**config.mk**
```make
export PLATFORM = sky130hd
export DESIGN_NAME = ascii_datetime_to_epoch_core
export DESIGN_NICKNAME = d
export VERILOG_FILES = /design/src/rtl/core/adte_pkg.sv /design/src/rtl/core/adte_front.sv /design/src/rtl/core/adte_fifo.sv /design/src/rtl/core/adte_back.sv /design/src/rtl/core/ascii_datetime_to_epoch_core.sv
export SDC_FILE = /design/constraint.sdc
export NUM_CORES = 1
export LEC_CHECK = 0
export BUFFER_PORTS_ARGS = -buffer_cell sky130_fd_sc_hd__buf_2
export CORE_AREA = 4 4 331 333
export CTS_CLUSTER_SIZE = 28
export DETAILED_ROUTE_END_ITERATION = 8
export DIE_AREA = 0 0 335 337
export PLACE_DENSITY = 0.54
export REMOVE_ABC_BUFFERS = 1
export SETUP_SLACK_MARGIN = 0.3
export SLEW_MARGIN = 20
export SYNTH_ARGS = -nofsm -noshare
export SYNTH_HDL_FRONTEND = slang
export SYNTH_SLANG_ARGS = --single-unit
```
**constraint.sdc**
```tcl
create_clock -name clk -period 9.55 [get_ports clk]
set_clock_uncertainty 0.15 [all_clocks]
set_input_delay 0 -clock clk [delete_from_list [all_inputs] [get_ports clk]]
set_output_delay 0 -clock clk [all_outputs]
set_load 0.02 [all_outputs]
```
**src/rtl/core/adte_pkg.sv**
```systemverilog
package adte_pkg;

	localparam logic [4:0] POS_LAST       = 5'd18;
	localparam logic [4:0] POS_YEAR_END   = 5'd3;
	localparam logic [4:0] POS_MONTH_END  = 5'd6;
	localparam logic [4:0] POS_DAY_END    = 5'd9;
	localparam logic [4:0] POS_HOUR_END   = 5'd12;
	localparam logic [4:0] POS_MINUTE_END = 5'd15;

	localparam int unsigned FIFO_AW    = 1;
	localparam int unsigned FIFO_DEPTH = 2 ** FIFO_AW;

	localparam logic [6:0]  RECIP12    = 7'd43;
	localparam int unsigned RECIP12_SH = 9;
	localparam logic [12:0] RECIP100    = 13'd5243;
	localparam int unsigned RECIP100_SH = 19;
	localparam logic [19:0] DAYS_1970   = 20'd719162;
	localparam logic [5:0]  SEC_MAX     = 6'd59;

	typedef struct packed {
		logic [7:0] char_code;
		logic       start_of_text;
	} in_item_t;

	typedef struct packed {
		logic signed [38:0] epoch_seconds;
		logic               status;
	} out_item_t;

	typedef struct packed {
		logic [13:0] year;
		logic [6:0]  month;
		logic [6:0]  day;
		logic [6:0]  hour;
		logic [6:0]  minute;
		logic [5:0]  second;
	} rec_t;

	typedef struct packed {
		logic full;
		logic empty;
	} fifo_stat_t;

	function automatic logic is_separator(input logic [4:0] pos);
		return (pos == 5'd4) || (pos == 5'd7) || (pos == 5'd10) || (pos == 5'd13)
			|| (pos == 5'd16);
	endfunction

	function automatic logic is_field_start(input logic [4:0] pos);
		return (pos == 5'd0) || (pos == 5'd5) || (pos == 5'd8) || (pos == 5'd11)
			|| (pos == 5'd14) || (pos == 5'd17);
	endfunction

	function automatic logic [8:0] days_before_month(input logic leap, input logic [3:0] m);
		logic [8:0] d;
		unique case (m)
			4'd0:    d = 9'd0;
			4'd1:    d = 9'd31;
			4'd2:    d = 9'd59;
			4'd3:    d = 9'd90;
			4'd4:    d = 9'd120;
			4'd5:    d = 9'd151;
			4'd6:    d = 9'd181;
			4'd7:    d = 9'd212;
			4'd8:    d = 9'd243;
			4'd9:    d = 9'd273;
			4'd10:   d = 9'd304;
			4'd11:   d = 9'd334;
			default: d = 9'd0;
		endcase
		if (leap && (m >= 4'd2)) begin
			d = d + 9'd1;
		end
		return d;
	endfunction

endpackage

```
**src/rtl/core/adte_front.sv**
```systemverilog
module adte_front (
	input  logic               clk,
	input  logic               arst_n,
	input  logic               char_valid,
	output logic               char_ready,
	input  adte_pkg::in_item_t char_item,
	input  adte_pkg::fifo_stat_t stat,
	output logic               push,
	output adte_pkg::rec_t     push_rec
);

	logic [4:0]  pos_q;
	logic [13:0] acc_q;
	logic        stopped_q;
	logic [13:0] year_q;
	logic [6:0]  month_q;
	logic [6:0]  day_q;
	logic [6:0]  hour_q;
	logic [6:0]  minute_q;

	logic        fire;
	logic [4:0]  pos;
	logic        digit;
	logic        take;
	logic [13:0] acc_base;
	logic        stop_base;
	logic [13:0] acc_nxt;
	logic        stop_nxt;
	logic [5:0]  sec;

	assign char_ready = !stat.full;
	assign fire       = char_valid && char_ready;

	always_comb begin
		pos       = char_item.start_of_text ? 5'd0 : pos_q;
		digit     = (char_item.char_code >= 8'h30) && (char_item.char_code <= 8'h39);
		acc_base  = adte_pkg::is_field_start(pos) ? 14'd0 : acc_q;
		stop_base = adte_pkg::is_field_start(pos) ? 1'b0 : stopped_q;
		take      = !stop_base && digit;
		acc_nxt   = take ? (acc_base * 14'd10 + {10'd0, char_item.char_code[3:0]}) : acc_base;
		stop_nxt  = stop_base || !take;
		sec       = (acc_nxt > 14'(adte_pkg::SEC_MAX)) ? adte_pkg::SEC_MAX : acc_nxt[5:0];
	end

	assign push = fire && (pos == adte_pkg::POS_LAST);

	always_comb begin
		push_rec.year   = year_q;
		push_rec.month  = month_q;
		push_rec.day    = day_q;
		push_rec.hour   = hour_q;
		push_rec.minute = minute_q;
		push_rec.second = sec;
	end

	always_ff @(posedge clk or negedge arst_n) begin
		if (!arst_n) begin
			pos_q     <= 5'd0;
			acc_q     <= 14'd0;
			stopped_q <= 1'b0;
			year_q    <= 14'd0;
			month_q   <= 7'd0;
			day_q     <= 7'd0;
			hour_q    <= 7'd0;
			minute_q  <= 7'd0;
		end else if (fire) begin
			if (adte_pkg::is_separator(pos)) begin
				pos_q <= pos + 5'd1;
			end else begin
				acc_q     <= acc_nxt;
				stopped_q <= stop_nxt;
				pos_q     <= (pos == adte_pkg::POS_LAST) ? 5'd0 : pos + 5'd1;
				if (pos == adte_pkg::POS_YEAR_END) begin
					year_q <= acc_nxt;
				end
				if (pos == adte_pkg::POS_MONTH_END) begin
					month_q <= acc_nxt[6:0];
				end
				if (pos == adte_pkg::POS_DAY_END) begin
					day_q <= acc_nxt[6:0];
				end
				if (pos == adte_pkg::POS_HOUR_END) begin
					hour_q <= acc_nxt[6:0];
				end
				if (pos == adte_pkg::POS_MINUTE_END) begin
					minute_q <= acc_nxt[6:0];
				end
			end
		end
	end

endmodule

```
**src/rtl/core/adte_fifo.sv**
```systemverilog
module adte_fifo (
	input  logic                 clk,
	input  logic                 arst_n,
	input  logic                 push,
	input  adte_pkg::rec_t       push_rec,
	input  logic                 pop,
	output adte_pkg::rec_t       pop_rec,
	output adte_pkg::fifo_stat_t stat
);

	adte_pkg::rec_t                 mem_q [adte_pkg::FIFO_DEPTH];
	logic [adte_pkg::FIFO_AW-1:0]   wr_ptr_q;
	logic [adte_pkg::FIFO_AW-1:0]   rd_ptr_q;
	logic [adte_pkg::FIFO_AW:0]     count_q;
	logic                           do_push;
	logic                           do_pop;

	assign stat.full  = (count_q == (adte_pkg::FIFO_AW + 1)'(adte_pkg::FIFO_DEPTH));
	assign stat.empty = (count_q == '0);
	assign do_push    = push && !stat.full;
	assign do_pop     = pop && !stat.empty;
	assign pop_rec    = mem_q[rd_ptr_q];

	always_ff @(posedge clk) begin
		if (do_push) begin
			mem_q[wr_ptr_q] <= push_rec;
		end
	end

	always_ff @(posedge clk or negedge arst_n) begin
		if (!arst_n) begin
			wr_ptr_q <= '0;
			rd_ptr_q <= '0;
			count_q  <= '0;
		end else begin
			if (do_push) begin
				wr_ptr_q <= wr_ptr_q + 1'b1;
			end
			if (do_pop) begin
				rd_ptr_q <= rd_ptr_q + 1'b1;
			end
			if (do_push && !do_pop) begin
				count_q <= count_q + 1'b1;
			end else if (do_pop && !do_push) begin
				count_q <= count_q - 1'b1;
			end
		end
	end

endmodule

```
**src/rtl/core/adte_back.sv**
```systemverilog
module adte_back (
	input  logic                 clk,
	input  logic                 arst_n,
	input  adte_pkg::fifo_stat_t stat,
	output logic                 pop,
	input  adte_pkg::rec_t       pop_rec,
	output logic                 result_valid,
	input  logic                 result_ready,
	output adte_pkg::out_item_t  result_item
);

	typedef enum logic [8:0] {
		ST_IDLE  = 9'b000000001,
		ST_DIV12 = 9'b000000010,
		ST_YEAR  = 9'b000000100,
		ST_CENT  = 9'b000001000,
		ST_LEAP  = 9'b000010000,
		ST_DAYS  = 9'b000100000,
		ST_HOURS = 9'b001000000,
		ST_MINS  = 9'b010000000,
		ST_SECS  = 9'b100000000
	} state_t;

	state_t         state_q;
	adte_pkg::rec_t rec_q;
	logic [6:0]     mon_q;
	logic [3:0]     q12_q;
	logic [3:0]     r12_q;
	logic [13:0]    y_q;
	logic [7:0]     q100_q;
	logic [13:0]    p_q;
	logic [12:0]    leapdays_q;
	logic [9:0]     yday_q;
	logic [23:0]    days_q;
	logic [27:0]    hours_q;
	logic [33:0]    mins_q;
	logic           out_valid_q;
	adte_pkg::out_item_t out_q;

	logic [6:0]  mon;
	logic [12:0] prod12;
	logic [26:0] prod100;
	logic [13:0] r100;
	logic        cent;
	logic        leap;
	logic [7:0]  q100p;
	logic [27:0] days_x;
	logic [33:0] hours_x;
	logic [38:0] mins_x;
	logic [38:0] secs;
	logic        err;
	logic        done;

	assign pop          = (state_q == ST_IDLE) && !stat.empty;
	assign result_valid = out_valid_q;
	assign result_item  = out_q;
	assign done         = (state_q == ST_SECS) && (!out_valid_q || result_ready);

	always_comb begin
		mon     = rec_q.month - 7'd1;
		prod12  = 13'(mon) * 13'(adte_pkg::RECIP12);
		prod100 = 27'(y_q) * 27'(adte_pkg::RECIP100);
		r100    = y_q - 14'(q100_q) * 14'd100;
		cent    = (r100 == 14'd0);
		leap    = (y_q[1:0] == 2'd0) && (!cent || (q100_q[1:0] == 2'd0));
		q100p   = q100_q - {7'd0, cent};
		days_x  = {{4{days_q[23]}}, days_q};
		hours_x = {{6{hours_q[27]}}, hours_q};
		mins_x  = {{5{mins_q[33]}}, mins_q};
		secs    = (mins_x << 6) - (mins_x << 2) + 39'(rec_q.second);
		err     = (rec_q.year == 14'd0) || (rec_q.month == 7'd0) || (rec_q.day == 7'd0);
	end

	always_ff @(posedge clk) begin
		unique case (state_q)
			ST_IDLE: begin
				if (pop) begin
					rec_q <= pop_rec;
				end
			end
			ST_DIV12: begin
				mon_q <= mon;
				q12_q <= prod12[adte_pkg::RECIP12_SH +: 4];
			end
			ST_YEAR: begin
				r12_q <= 4'(mon_q - 7'(q12_q) * 7'd12);
				y_q   <= rec_q.year + 14'(q12_q);
			end
			ST_CENT: begin
				q100_q <= prod100[adte_pkg::RECIP100_SH +: 8];
			end
			ST_LEAP: begin
				p_q        <= y_q - 14'd1;
				leapdays_q <= 13'((y_q - 14'd1) >> 2) - 13'(q100p) + 13'(q100p[7:2]);
				yday_q     <= 10'(adte_pkg::days_before_month(leap, r12_q))
					+ 10'(rec_q.day) - 10'd1;
			end
			ST_DAYS: begin
				days_q <= 24'(p_q) * 24'd365 + 24'(leapdays_q) + 24'(yday_q)
					- 24'(adte_pkg::DAYS_1970);
			end
			ST_HOURS: begin
				hours_q <= (days_x << 4) + (days_x << 3) + 28'(rec_q.hour);
			end
			ST_MINS: begin
				mins_q <= (hours_x << 6) - (hours_x << 2) + 34'(rec_q.minute);
			end
			ST_SECS: begin
				if (done) begin
					out_q.epoch_seconds <= err ? 39'sd0 : $signed(secs);
					out_q.status        <= err;
				end
			end
			default: begin
			end
		endcase
	end

	always_ff @(posedge clk or negedge arst_n) begin
		if (!arst_n) begin
			state_q     <= ST_IDLE;
			out_valid_q <= 1'b0;
		end else begin
			if (done) begin
				out_valid_q <= 1'b1;
			end else if (result_ready) begin
				out_valid_q <= 1'b0;
			end
			unique case (state_q)
				ST_IDLE:  state_q <= pop ? ST_DIV12 : ST_IDLE;
				ST_DIV12: state_q <= ST_YEAR;
				ST_YEAR:  state_q <= ST_CENT;
				ST_CENT:  state_q <= ST_LEAP;
				ST_LEAP:  state_q <= ST_DAYS;
				ST_DAYS:  state_q <= ST_HOURS;
				ST_HOURS: state_q <= ST_MINS;
				ST_MINS:  state_q <= ST_SECS;
				ST_SECS:  state_q <= done ? ST_IDLE : ST_SECS;
				default:  state_q <= ST_IDLE;
			endcase
		end
	end

endmodule

```
**src/rtl/core/ascii_datetime_to_epoch_core.sv**
```systemverilog
// channel   | handshake                  | payload
// ----------+----------------------------+-----------------------------------
// char      | char_valid / char_ready    | char_item   (char_code, start_of_text)
// result    | result_valid / result_ready| result_item (epoch_seconds, status)
//
// One character is taken per cycle while the queue is not full; a text of 19 characters yields one result.
// The back end works each text through its arithmetic sequencer (one
// multiply or add step per state, DIV12 through SECS).
// A two-entry queue parts parser and sequencer; char_ready drops only when it is full.
// A result waiting in the output register stops parsing only once the queue has filled.
// arst_n clears positions, queue and sequencer; no clearing pass is needed.
module ascii_datetime_to_epoch_core (
	input  logic                clk,
	input  logic                arst_n,
	input  logic                char_valid,
	output logic                char_ready,
	input  adte_pkg::in_item_t  char_item,
	output logic                result_valid,
	input  logic                result_ready,
	output adte_pkg::out_item_t result_item
);

	logic                 push;
	logic                 pop;
	adte_pkg::rec_t       push_rec;
	adte_pkg::rec_t       pop_rec;
	adte_pkg::fifo_stat_t stat;

	adte_front u_front (
		.clk        (clk),
		.arst_n     (arst_n),
		.char_valid (char_valid),
		.char_ready (char_ready),
		.char_item  (char_item),
		.stat       (stat),
		.push       (push),
		.push_rec   (push_rec)
	);

	adte_fifo u_fifo (
		.clk      (clk),
		.arst_n   (arst_n),
		.push     (push),
		.push_rec (push_rec),
		.pop      (pop),
		.pop_rec  (pop_rec),
		.stat     (stat)
	);

	adte_back u_back (
		.clk          (clk),
		.arst_n       (arst_n),
		.stat         (stat),
		.pop          (pop),
		.pop_rec      (pop_rec),
		.result_valid (result_valid),
		.result_ready (result_ready),
		.result_item  (result_item)
	);

endmodule

```
Yosys cells after proc, flatten, opt, wreduce, memory -nomap -nowiden --
Memories as Yosys holds them, arrays and structs flattened. A register that Yosys moved wholly into a read port is not among the register bits. Index checks and enable logic that the tools add are counted.
Storage, ports and cells: bits in registers 273, bits of input ports 13, memories 2, word-level logic and storage cells 163, memory bits (writable) 96, ROM bits 144
Operators by class: bitwise gates (word level) 1, reduce and logical (&&, ||, !) cells 52, $mul 6, eq/ne operators 26, multiplexer cells 20, add/sub/neg operators 26, magnitude comparators 4
Memories:
- (no name shown) | depth 16, bits a word 9, rd ports 1, clocked after Yosys merged registers in 1, wr ports 0, RTL line adte_pkg.sv:56 | unique case (m)
- u_fifo.mem_q | depth 2, bits a word 48, rd ports 1, clocked after Yosys merged registers in 1, wr ports 1, RTL line adte_fifo.sv:11 | adte_pkg::rec_t mem_q [adte_pkg::FIFO_DEPTH];
Operators by type and width (number):
- 9-bit one-hot mux with 9 select lines | 1
- 5-bit by 4-bit equality test with 1-bit output (second input constant) | 8
- 39-bit by 6-bit adder with 39-bit output | 1
- 39-bit subtractor | 1
- 9-bit two-way mux | 4
- 34-bit by 7-bit adder with 34-bit output | 1
- 34-bit subtractor | 1
- 14-bit by 4-bit adder with 14-bit output | 2
- 28-bit adder | 1
- 28-bit by 7-bit adder with 28-bit output | 1
- 14-bit logical NOT | 2
- 14-bit two-way mux | 2
- 14-bit by 13-bit multiplier with 27-bit output (second input constant) | 1
- 23-bit by 13-bit adder with 24-bit output | 1
- 24-bit by 10-bit adder with 24-bit output | 1
- 24-bit by 20-bit subtractor with 24-bit output (second input constant) | 1
- 14-bit by 9-bit multiplier with 23-bit output (second input constant) | 1
- 5-bit by 3-bit equality test with 1-bit output (second input constant) | 4
- 5-bit equality test (second input constant) | 3
- 5-bit two-way mux | 3
- 3-bit AND reduction | 5
- 14-bit by 6-bit greater-than comparator with 1-bit output (second input constant) | 1
- 7-bit logical NOT | 2
- 1-bit logical OR | 14
- other kinds (43) | 73

Longest topological paths before layout --
Gate-level depths: netlist of the first run.
word-level depth 13, mapped depth 35, gate-level depth less buffers 35

Cells and area by module --
A second synthesis of the first run with hierarchy kept.
Second synthesis, totals: cells, all modules 2928, area total of the unflattened synthesis 32371.0 sq um
By module, submodules not included:
- adte_back | times used 1, cells an instance 2321, seq. area each 7788.7 sq um, area an instance 24556.1 sq um
- adte_front | times used 1, cells an instance 439, seq. area each 1551.5 sq um, area an instance 4108.9 sq um
- adte_fifo | times used 1, cells an instance 168, seq. area each 2982.9 sq um, area an instance 3706.1 sq um

Worst setup path after synthesis of the first run --
No wires, ideal clock.
path kind reg-to-reg, start reg u_back.q100_q[4], end reg u_back.leapdays_q[11] (data pin), buffers on the path 0, library setup time 266 ps, required time 9134 ps, slack 2379 ps, arrival time 6755 ps, stages on the path, launching flop included 31, cell sequence edfxtp_1 -> inv_1 -> ha_1 -> ha_1 -> fa_1 -> ha_1 -> and3_1 -> a221o_1 -> nor2_1 -> xor2_1 -> ha_1 -> a21oi_1 -> o21ai_0 -> and2_1 -> a311o_1 -> xnor2_1 -> and3_1 -> ha_1 -> nand2_1 -> xnor2_1 -> fa_1 -> ha_1 -> a21o_1 -> a21oi_1 -> o21ai_0 -> a21oi_1 -> nand2b_1 -> a21boi_0 -> o31a_1 -> o41ai_1 -> xnor2_1
Between the ends: longest elaborated chain between the ends 6
Ends and longest elaborated chain:
- start: declaration | RTL line adte_back.sv:30 | logic [7:0] q100_q;
- start signal: assignment | RTL line adte_back.sv:90 | q100_q <= prod100[adte_pkg::RECIP100_SH +: 8];
- 8-bit by 5-bit multiplier with 12-bit output | RTL line adte_back.sv:63 | r100 = y_q - 14'(q100_q) * 14'd100;
- 14-bit subtractor | RTL line adte_back.sv:63
- 14-bit logical NOT | RTL line adte_back.sv:64 | cent = (r100 == 14'd0);
- 8-bit by 1-bit subtractor with 8-bit output * | RTL line adte_back.sv:66 | q100p = q100_q - {7'd0, cent};
- 12-bit by 8-bit subtractor with 13-bit output | RTL line adte_back.sv:94 | leapdays_q <= 13'((y_q - 14'd1) >> 2) - 13'(q100p) + 13'(q100p[7:2]);
- 13-bit by 6-bit adder with 13-bit output * | RTL line adte_back.sv:94
- end signal: assignment | RTL line adte_back.sv:94
- end: declaration | RTL line adte_back.sv:32 | logic [12:0] leapdays_q;
Every way passes the cells marked *; elsewhere a longest branch is shown, timed or not. A chain may end at the register's enable or synchronous reset.

Worst setup path in the final report of the first run --
Ends and elaborated chain as after synthesis.

==> summary by stage, run 1 <==
Outcome
The run finished with clean final reports.

Yosys
The synthesized netlist contains 87 unique library cells. The proportion of synthesized flip-flops having asynchronous set or reset is roughly 18%. The number of flip-flops and latches in the synthesized netlist is 426. The sequential area share after synthesis is around two fifths. For this run, the number of Yosys warnings is 0. The gate count after technology mapping is between 2000 and 3000. The primary flip-flop cell chosen by synthesis mapping is sky130_fd_sc_hd__edfxtp_1. After synthesis the cells add up to 0.0318 mm^2. The number of enable-type register cells in the synthesized netlist is about 340.

The average instance in the mapped netlist occupies about 11 um^2.

Placed design
Summed over all nets, the half-perimeter wirelength after detailed placement is about 48 mm. The routability congestion estimate from global placement is between 0.8 and 0.9. The number of buffers added on ports is 54.

Timing
The actual slew at the worst max-slew pin is approximately 0.95 ns. The worst path needs around 8.0 ns of the cycle, external delays included. Setup total negative slack on the finished layout was measured at 0 ns. Setup repair after global routing left no endpoint under its margin. The worst slew margin relative to its limit is between 30% and 40%. The maximum clock frequency is about 120 MHz. The number of hold violations in the final report is 0.

The number of pins exceeding their max-slew limit in the final report came to 0. The final setup violation count is 0. Across all hold checks on the routed design, the worst slack comes to ~0.030 ns. The ratio of final minimum period to clock period is between 80% and 90%.

Worst setup path
On the worst path, the slowest cell contributes a delay of between 0.4 and 0.5 ns. In this run the worst path has a maximum fanout of 7. STA classifies the critical path endpoint as a flip-flop. The total buffers and inverters traversed by the critical path is 1.

The startpoint-to-endpoint class of the critical path is reg -> reg. By instance count, the cell type seen most on the critical path is sky130_fd_sc_hd__ha_1. At the worst endpoint, the arrival time is between 8 and 9 ns. The family with the most delay on the worst path is adder cells.

The slowest cell on the critical path is sky130_fd_sc_hd__fa_1. The nature of the critical path startpoint is a flip-flop. The required arrival time at the worst endpoint is between 9 and 10 ns.

Floorplanning
The die covers between 0.1 and 0.15 mm^2. The initial cell density of the core is between 20% and 30%. The die is between 300 and 400 um tall. The total area inside the core boundary comes to between 0.1 and 0.15 mm^2. From left edge to right edge, the die measures roughly 340 um. The number of standard-cell rows in the floorplan is 120.

The top-level port count is between 50 and 60.

Detailed routing
For this block, the routed nets add up to a little over 60 mm of wire. The detailed-router iteration count before antenna repair is 5. In the routed layout, each cell is associated on average with a via count of roughly 4.5. The final routed wire length divided by cell count is around 14 um. The via total after detailed routing is around 20000. The post-route antenna net violation count is 0. The first routing iteration left approximately 930 violations. After detailed routing, the number of remaining DRC violations is 0.

Global route
Across every metal layer, demand over resource in global routing totals roughly 11%. The initial antenna violation count is 1. Entering global routing, the biggest net connects 63 pins. The first global-routing pass estimated between 100 and 150 mm of wire. The via count of the first global-routing pass was 20557. Summed over all layers, the global routing overflow is 0.

CTS
The number of clock buffers added by TritonCTS is 50. Counting along the longest clock path gives a buffer depth of 3. The post-CTS setup buffer count is 0. The number of gates resized after cts is 0. The number of sinks on the clock net is about 430. The post-CTS clock slew at the launch and capture registers of the worst setup and hold paths is 0.06 ns. The number of H-tree levels is 2. The later pin in the worst-skew pair is clocked with a latency of just over 0.6 ns.

The clock tree from TritonCTS is yes. The tree is rooted in a sky130_fd_sc_hd__clkbuf_16. The hold-fix buffer count after cts is 11.

Finish
The most common cell after layout, fill and taps aside is sky130_fd_sc_hd__ha_1. In the layout the commonest cells are 486 x sky130_fd_sc_hd__ha_1, 431 x sky130_fd_sc_hd__inv_1, 341 x sky130_fd_sc_hd__edfxtp_1, 167 x sky130_fd_sc_hd__nor2_1, 154 x sky130_fd_sc_hd__fa_1. For this run, the post-layout net count is 3608. In the final layout, the share of cells above drive strength 1 is around 9%.

From synthesis to final layout, the design area changed by 12.4%.

Power
Summed over all cells, the static leakage comes to roughly 0.016 uW. In this run the power density over the cells is 225 mW/mm^2. VDD sags by at most roughly 0.19 mV. Total power for the finished layout comes to 8050 uW.

Flow run
The max-cap check violation count is 0.

Min path
The min-delay analysis places its worst path in the category in -> async.
-- state kept, by name, indices dropped and copies added, names as in the netlist, 4 cells and up, named ones only --
| signal | cells |
|---|---|
| u_back.rec_q | 48 |
| u_fifo.mem_q | 96 |
| u_front.minute_q | 7 |
| u_back.r12_q | 4 |
| u_front.acc_q | 14 |
| u_back.y_q | 14 |
| u_back.q12_q | 4 |
| u_back.yday_q | 10 |
| u_front.day_q | 7 |
| u_front.hour_q | 7 |
| u_back.p_q | 14 |
| u_front.pos_q | 5 |
| u_back.result_item | 40 |
| u_back.mon_q | 4 |
| u_back.state_q | 9 |
| u_front.month_q | 7 |
| u_back.q100_q | 8 |
| u_back.mins_q | 34 |
| u_back.leapdays_q | 13 |
| u_front.year_q | 14 |
| u_back.hours_q | 28 |
| u_back.days_q | 24 |
-- tightest hold or removal path: stages --
cell                            delay, ns
sky130_fd_sc_hd__dlygate4sd3_1       0.55
sky130_fd_sc_hd__buf_4               0.12
sky130_fd_sc_hd__buf_4               0.66
-- stage by stage --
step	std cells	area (um^2)	worst slack, ns	utilization, %
after floorplan	2822	31700	2.38	-
after global placement	4295	33900	1.72	31.8
after detailed placement	4295	33900	1.64	31.8
after CTS	4400	35800	1.51	33.6
after global routing	4400	35800	0.881	33.6
final	4402	35800	1.54	33.6
-- synth_stat cells, drive strengths merged, types with 6 or more instances --
| cell type | instances | share of area, % |
|---|---|---|
| xnor2 | 134 | 3.7 |
| a21o | 51 | 1.2 |
| a21oi | 129 | 2.0 |
| dfrtp | 75 | 5.9 |
| a31oi | 18 | 0.35 |
| nand2b | 28 | 0.56 |
| xor2 | 61 | 1.7 |
| dfxtp | 9 | 0.57 |
| o41ai | 8 | 0.22 |
| a21boi | 16 | 0.38 |
| clkbuf | 25 | 0.29 |
| o211ai | 9 | 0.21 |
| o21ai | 118 | 1.9 |
| nor2b | 23 | 0.48 |
| edfxtp | 341 | 32 |
| and2 | 23 | 0.45 |
| nand4 | 22 | 0.43 |
| o21a | 28 | 0.68 |
| nor4b | 7 | 0.26 |
| nor3b | 10 | 0.24 |
| or3 | 10 | 0.20 |
| nand2 | 133 | 1.6 |
| mux2i | 16 | 0.50 |
| o21bai | 22 | 0.52 |
| ha | 486 | 19 |
| mux2 | 66 | 2.3 |
| inv | 431 | 5.1 |
| fa | 154 | 9.7 |
| a211oi | 12 | 0.28 |
| or2 | 7 | 0.14 |
| a221o | 6 | 0.19 |
| nor2 | 168 | 2.0 |
| and3 | 32 | 0.63 |
| nand3 | 30 | 0.47 |
| buf | 12 | 0.20 |
| nor3 | 42 | 0.66 |
| nor4 | 11 | 0.26 |
-- cell families (layout without fill, tap and decap cells) --
| logic type | count (synthesis) | in the layout | synth area share (%) |
|---|---|---|---|
| AND/OR/NAND/NOR | 567 | 567 | 8.90 |
| multiplexers | 82 | 82 | 2.84 |
| adder cells (fa/ha/maj) | 640 | 640 | 28.8 |
| other | 0 | 2 | 0 |
| buffers and inverters | 468 | 606 | 5.58 |
| flip-flops | 426 | 426 | 38.7 |
| AO/OA/AOI/OAI | 480 | 480 | 9.76 |
| XOR/XNOR | 196 | 196 | 5.43 |
-- worst paths after layout --
check | from | to | slack (ns) | cells past startpoint
setup / recovery | u_back.q100_q[4] | u_back.leapdays_q[11] | 1.54 | 30
hold / removal | arst_n | u_front.year_q[4] | 0.03 | 3
setup reg to reg | u_back.q100_q[4] | u_back.leapdays_q[11] | 1.54 | 30
hold reg to reg | u_back.rec_q[15] | u_back.hours_q[2] | 0.29 | 0
max in group asynchronous | arst_n | u_front.year_q[7] | 8.38 | 3
min in group clk | char_item[4] | u_front.minute_q[3] | 0.03 | 6
-- final cells by class --
class	count	area (um^2)
inverter	431	1620
clock inverter	42	508
tap	1403	1760
multi-input combinational	1965	17800
clock buffer	52	1260
antenna	2	5.00
timing repair buffer	81	503
fill	10721	70800
sequential	426	12300
-- power breakdown --
group          internal (uW)  leakage, uW  total (uW)  switching [uW]
clock network           1190     0.000851        2020             825
logic                   1520       0.0110        3470            1950
registers               2380      0.00407        2550             171
-- per-layer routing --
metal	vias up	routed length, um	global-route usage (%)
li1	10178	-	-
met3	54	1500	1.33
met4	0	860	1.89
met5	-	0	0
met2	175	29600	19.3
met1	9517	29700	14.8
(Power assumes the default switching activity.)
==> run 2, diff against run 1 <==
--- a/config.mk
+++ b/config.mk
@@ -10,7 +10,7 @@
 export CTS_CLUSTER_SIZE = 28
 export DETAILED_ROUTE_END_ITERATION = 8
 export DIE_AREA = 0 0 335 337
-export PLACE_DENSITY = 0.54
+export PLACE_DENSITY = 0.55
 export REMOVE_ABC_BUFFERS = 1
 export SETUP_SLACK_MARGIN = 0.3
 export SLEW_MARGIN = 20
==> constraint.sdc (replaced) <==
create_clock -name clk -period 7.3 [get_ports clk]
set_clock_uncertainty 0.15 [all_clocks]
set_input_delay 0 -clock clk [delete_from_list [all_inputs] [get_ports clk]]
set_output_delay 0 -clock clk [all_outputs]
set_load 0.02 [all_outputs]
==> run 2 against run 1 <==
Flip-flop and latch count is the same. Combinational power increased by 38%. Count of clock-buffer cells in the layout grew 9. Clock power increased by 23%. Sequential power increased by 30%. Die area is the same. Largest cell class unchanged. Via count is 2.1% higher. First-iteration DRC count rose by 0.97%. Register-to-register slack got worse by 1.2 ns. Non-clock buffer count rose by 47. Design area up 1.7%. Routed wire length increased by 1.5%.
==> summary by stage, run 2 (synthesis gave the netlist of run 1 again) <==
Timing
The final setup violation count is 0. In this run the tightest slew margin relative to its limit is between 20% and 30%. The number of pins exceeding their max-slew limit in the final report is 0. The ratio of final minimum period to clock period is 95.9%.

Hold timing on the final database bottoms out at a slack of about 0.042 ns. Based on the critical path, the design can be clocked at up to between 100 and 150 MHz. Setup repair after global routing could not meet its margin everywhere. The shortest clock period the worst path allows after layout is approximately 7 ns. The actual slew at the worst max-slew pin is ~1.1 ns. The number of hold violations in the final report is 0.

CTS
For the worst-skew pair, the clock arrives at the later sink with an insertion delay of 0.60 ns. The longest clock path from root to sink contains 3 buffers. The number of H-tree levels is 2.

Counting every sink on the clock net gives 426. The clock tree from TritonCTS is yes. Clock-pin slew was measured on the worst setup and hold paths at roughly 0.06 ns. Buffers inserted during clock tree synthesis total slightly below 50. The root buffer cell is sky130_fd_sc_hd__clkbuf_16.

Power
The areal power density over the cells is around 290 mW/mm^2. The standby leakage power is 0.0161 uW. The power share of the sequential group is a little under a third.

Combinational logic is responsible for a little under half of the overall power. The worst IR drop on VDD is 0.242 mV. The clock network is responsible for 23.4% of the overall power. The switching part of the total is 36.6%. Internal power comes to about 6700 uW. The switching power is a little under 4000 uW.

Global route
The initial antenna violation count is 1. The first global-routing pass estimated about 110 mm of wire. Global routing consumed, over all layers together, 11.2% of the routing resources. The via count of the first global-routing pass is 20735. For this run the aggregate overflow at the end of global routing stands at 0. Entering global routing, the biggest net connects 63 pins.

Worst setup path
At the worst endpoint, the arrival time is a little over 7 ns. The worst reg2reg path startpoint is u_back.q100_q[2]. The worst register-to-register path has a setup slack of 0.30 ns. The delay contributed by the slowest stage of the critical path is 0.59 ns. By instance count, the cell type seen most on the critical path is sky130_fd_sc_hd__ha_4. Counting cells, the worst reg-to-reg path comes to 30. The capture point of the critical path is u_back.leapdays_q[12]. The nature of the critical path startpoint is a flip-flop. The required arrival time at the worst endpoint is roughly 7.5 ns.

The critical path is of the reg -> reg type. The slowest cell on the critical path is sky130_fd_sc_hd__fa_1. The critical path starts at u_back.q100_q[2]. The critical path capture point type is a flip-flop.

The worst register-to-register path ends at u_back.leapdays_q[12]. The maximum fanout encountered on the critical timing path is 5.

Floorplanning
Pin placement for this block handled between 50 and 60 I/O pins. The number of standard-cell rows in the floorplan is 120. From left edge to right edge, the die measures roughly 340 um.

After floorplanning, the core was sized to cover about 0.11 mm^2. The initial cell density of the core is 29.9%. The die covers between 0.1 and 0.15 mm^2. The die span in y is approximately 340 um.

Finish
The share of layout cells above drive strength 1 is 11.5%. The area overhead of the layout relative to synthesis is 14.3%. The register with the most flip-flops is u_fifo.mem_q.

The number of flip-flops in the largest register is 96. The number of filler cells placed in the layout is 10724. The top cell types in the final layout, fill and taps aside, are 470 x sky130_fd_sc_hd__ha_1, 427 x sky130_fd_sc_hd__inv_1, 341 x sky130_fd_sc_hd__edfxtp_1, 164 x sky130_fd_sc_hd__nor2_1, 152 x sky130_fd_sc_hd__fa_1. The most common cell after layout, fill and taps aside is sky130_fd_sc_hd__ha_1.

The number of nets in the finished design is 3654. The share of the core filled with cells in the final layout is 34.1%.

Detailed routing
The DRC violation total after the first TritonRoute iteration is about 940. In the final routed layout, each cell accounts on average for between 10 and 15 um. The detailed-router iteration count before antenna repair is 5. The number of vias per cell is ~4.6.

The post-route antenna net violation count is 0. The via total after detailed routing is around 20000. The sum of routed wire length over all layers is around 63 mm. The residual DRC count is 0.

Placed design
The HPWL reported at the end of detailed placement is around 48 mm. Port buffering added between 50 and 60 buffers. At the end of routability-driven placement, the weighted congestion stood at approximately 0.80.

Flow run
The tool flagged a number of max-cap violations equal to 0.

Outcome
The run finished with clean final reports.

Min path
The tightest min-delay check is of the in -> async type.
-- run 2: timing repair --
item / in CTS / in global routing
gates resized for setup: 49 / 28
pin swaps: 41 / 23
endpoints found under the hold margin: 98 / 0
setup endpoints to repair: 8 / 10
hold buffers: 11 / 0
setup buffers: 8 / 9
-- run 2: power groups by stage --
| stage | Combinational, uW | Sequential [uW] | Clock [uW] |
|---|---|---|---|
| floorplan | 3520 | 3340 | 0 |
| global placement | 4640 | 3370 | 0 |
| detailed placement | 4710 | 3370 | 0 |
| CTS | 4820 | 3330 | 2560 |
| global route | 5660 | 3350 | 2670 |
| finish | 4780 | 3320 | 2480 |
-- run 2: worst max-delay path, delay by kind of cell (launching register included) --
family                     cells  cell delay (ns)
DFF                            1             0.44
and+or+nand+nor                6             0.81
AOI/OAI and AO/OA              9             1.66
adders and majority gates      8             2.64
buffers and inverters          3             0.38
xor gates and xnor gates       4             0.64
-- run 2: through the flow --
| step | setup slack [ns] | instances | setup TNS, ns | area (um^2) | power [uW] |
|---|---|---|---|---|---|
| 2_1_floorplan | 0.129 | 2822 | 0 | 31700 | 6860 |
| 3_3_place_gp | -0.305 | 4325 | -0.876 | 34100 | 8010 |
| 3_5_place_dp | -0.312 | 4325 | -0.875 | 34100 | 8080 |
| 4_1_cts | 0.266 | 4436 | 0 | 36200 | 10700 |
| 5_1_grt | -0.0579 | 4445 | -0.0716 | 36400 | 11700 |
| 6_report | 0.301 | 4446 | 0 | 36400 | 10600 |
-- run 2: final cells by class --
class                   count  area, um^2  area share, %
multi-input cells        1965       18200           49.9
clock buffers              61        1300           3.58
clock inverters            31         347          0.953
well taps                1403        1760           4.82
repair buffers            128         878           2.41
inverters                 431        1620           4.45
diodes                      1        2.50        0.00688
flip-flops and latches    426       12300           33.9
-- run 2: worst min-delay path by stage --
stage	from	endpoint	slack [ns]
floorplan	arst_n	u_back.result_valid	-0.45
global placement	arst_n	u_front.year_q[4]	-0.27
detailed placement	arst_n	u_front.year_q[4]	-0.26
CTS	arst_n	u_front.year_q[3]	0.07
global route	arst_n	u_front.year_q[7]	0.13
finish	arst_n	u_front.month_q[2]	0.04
-- run 2: metal layers --
| metal | up-vias | GRT usage, % | routed length [um] |
|---|---|---|---|
| met1 | 9822 | 14.8 | 29600 |
| met4 | 0 | 2.49 | 1190 |
| li1 | 10294 | - | - |
| met2 | 158 | 19.7 | 30300 |
| met5 | - | 0 | 0 |
| met3 | 71 | 1.31 | 1410 |
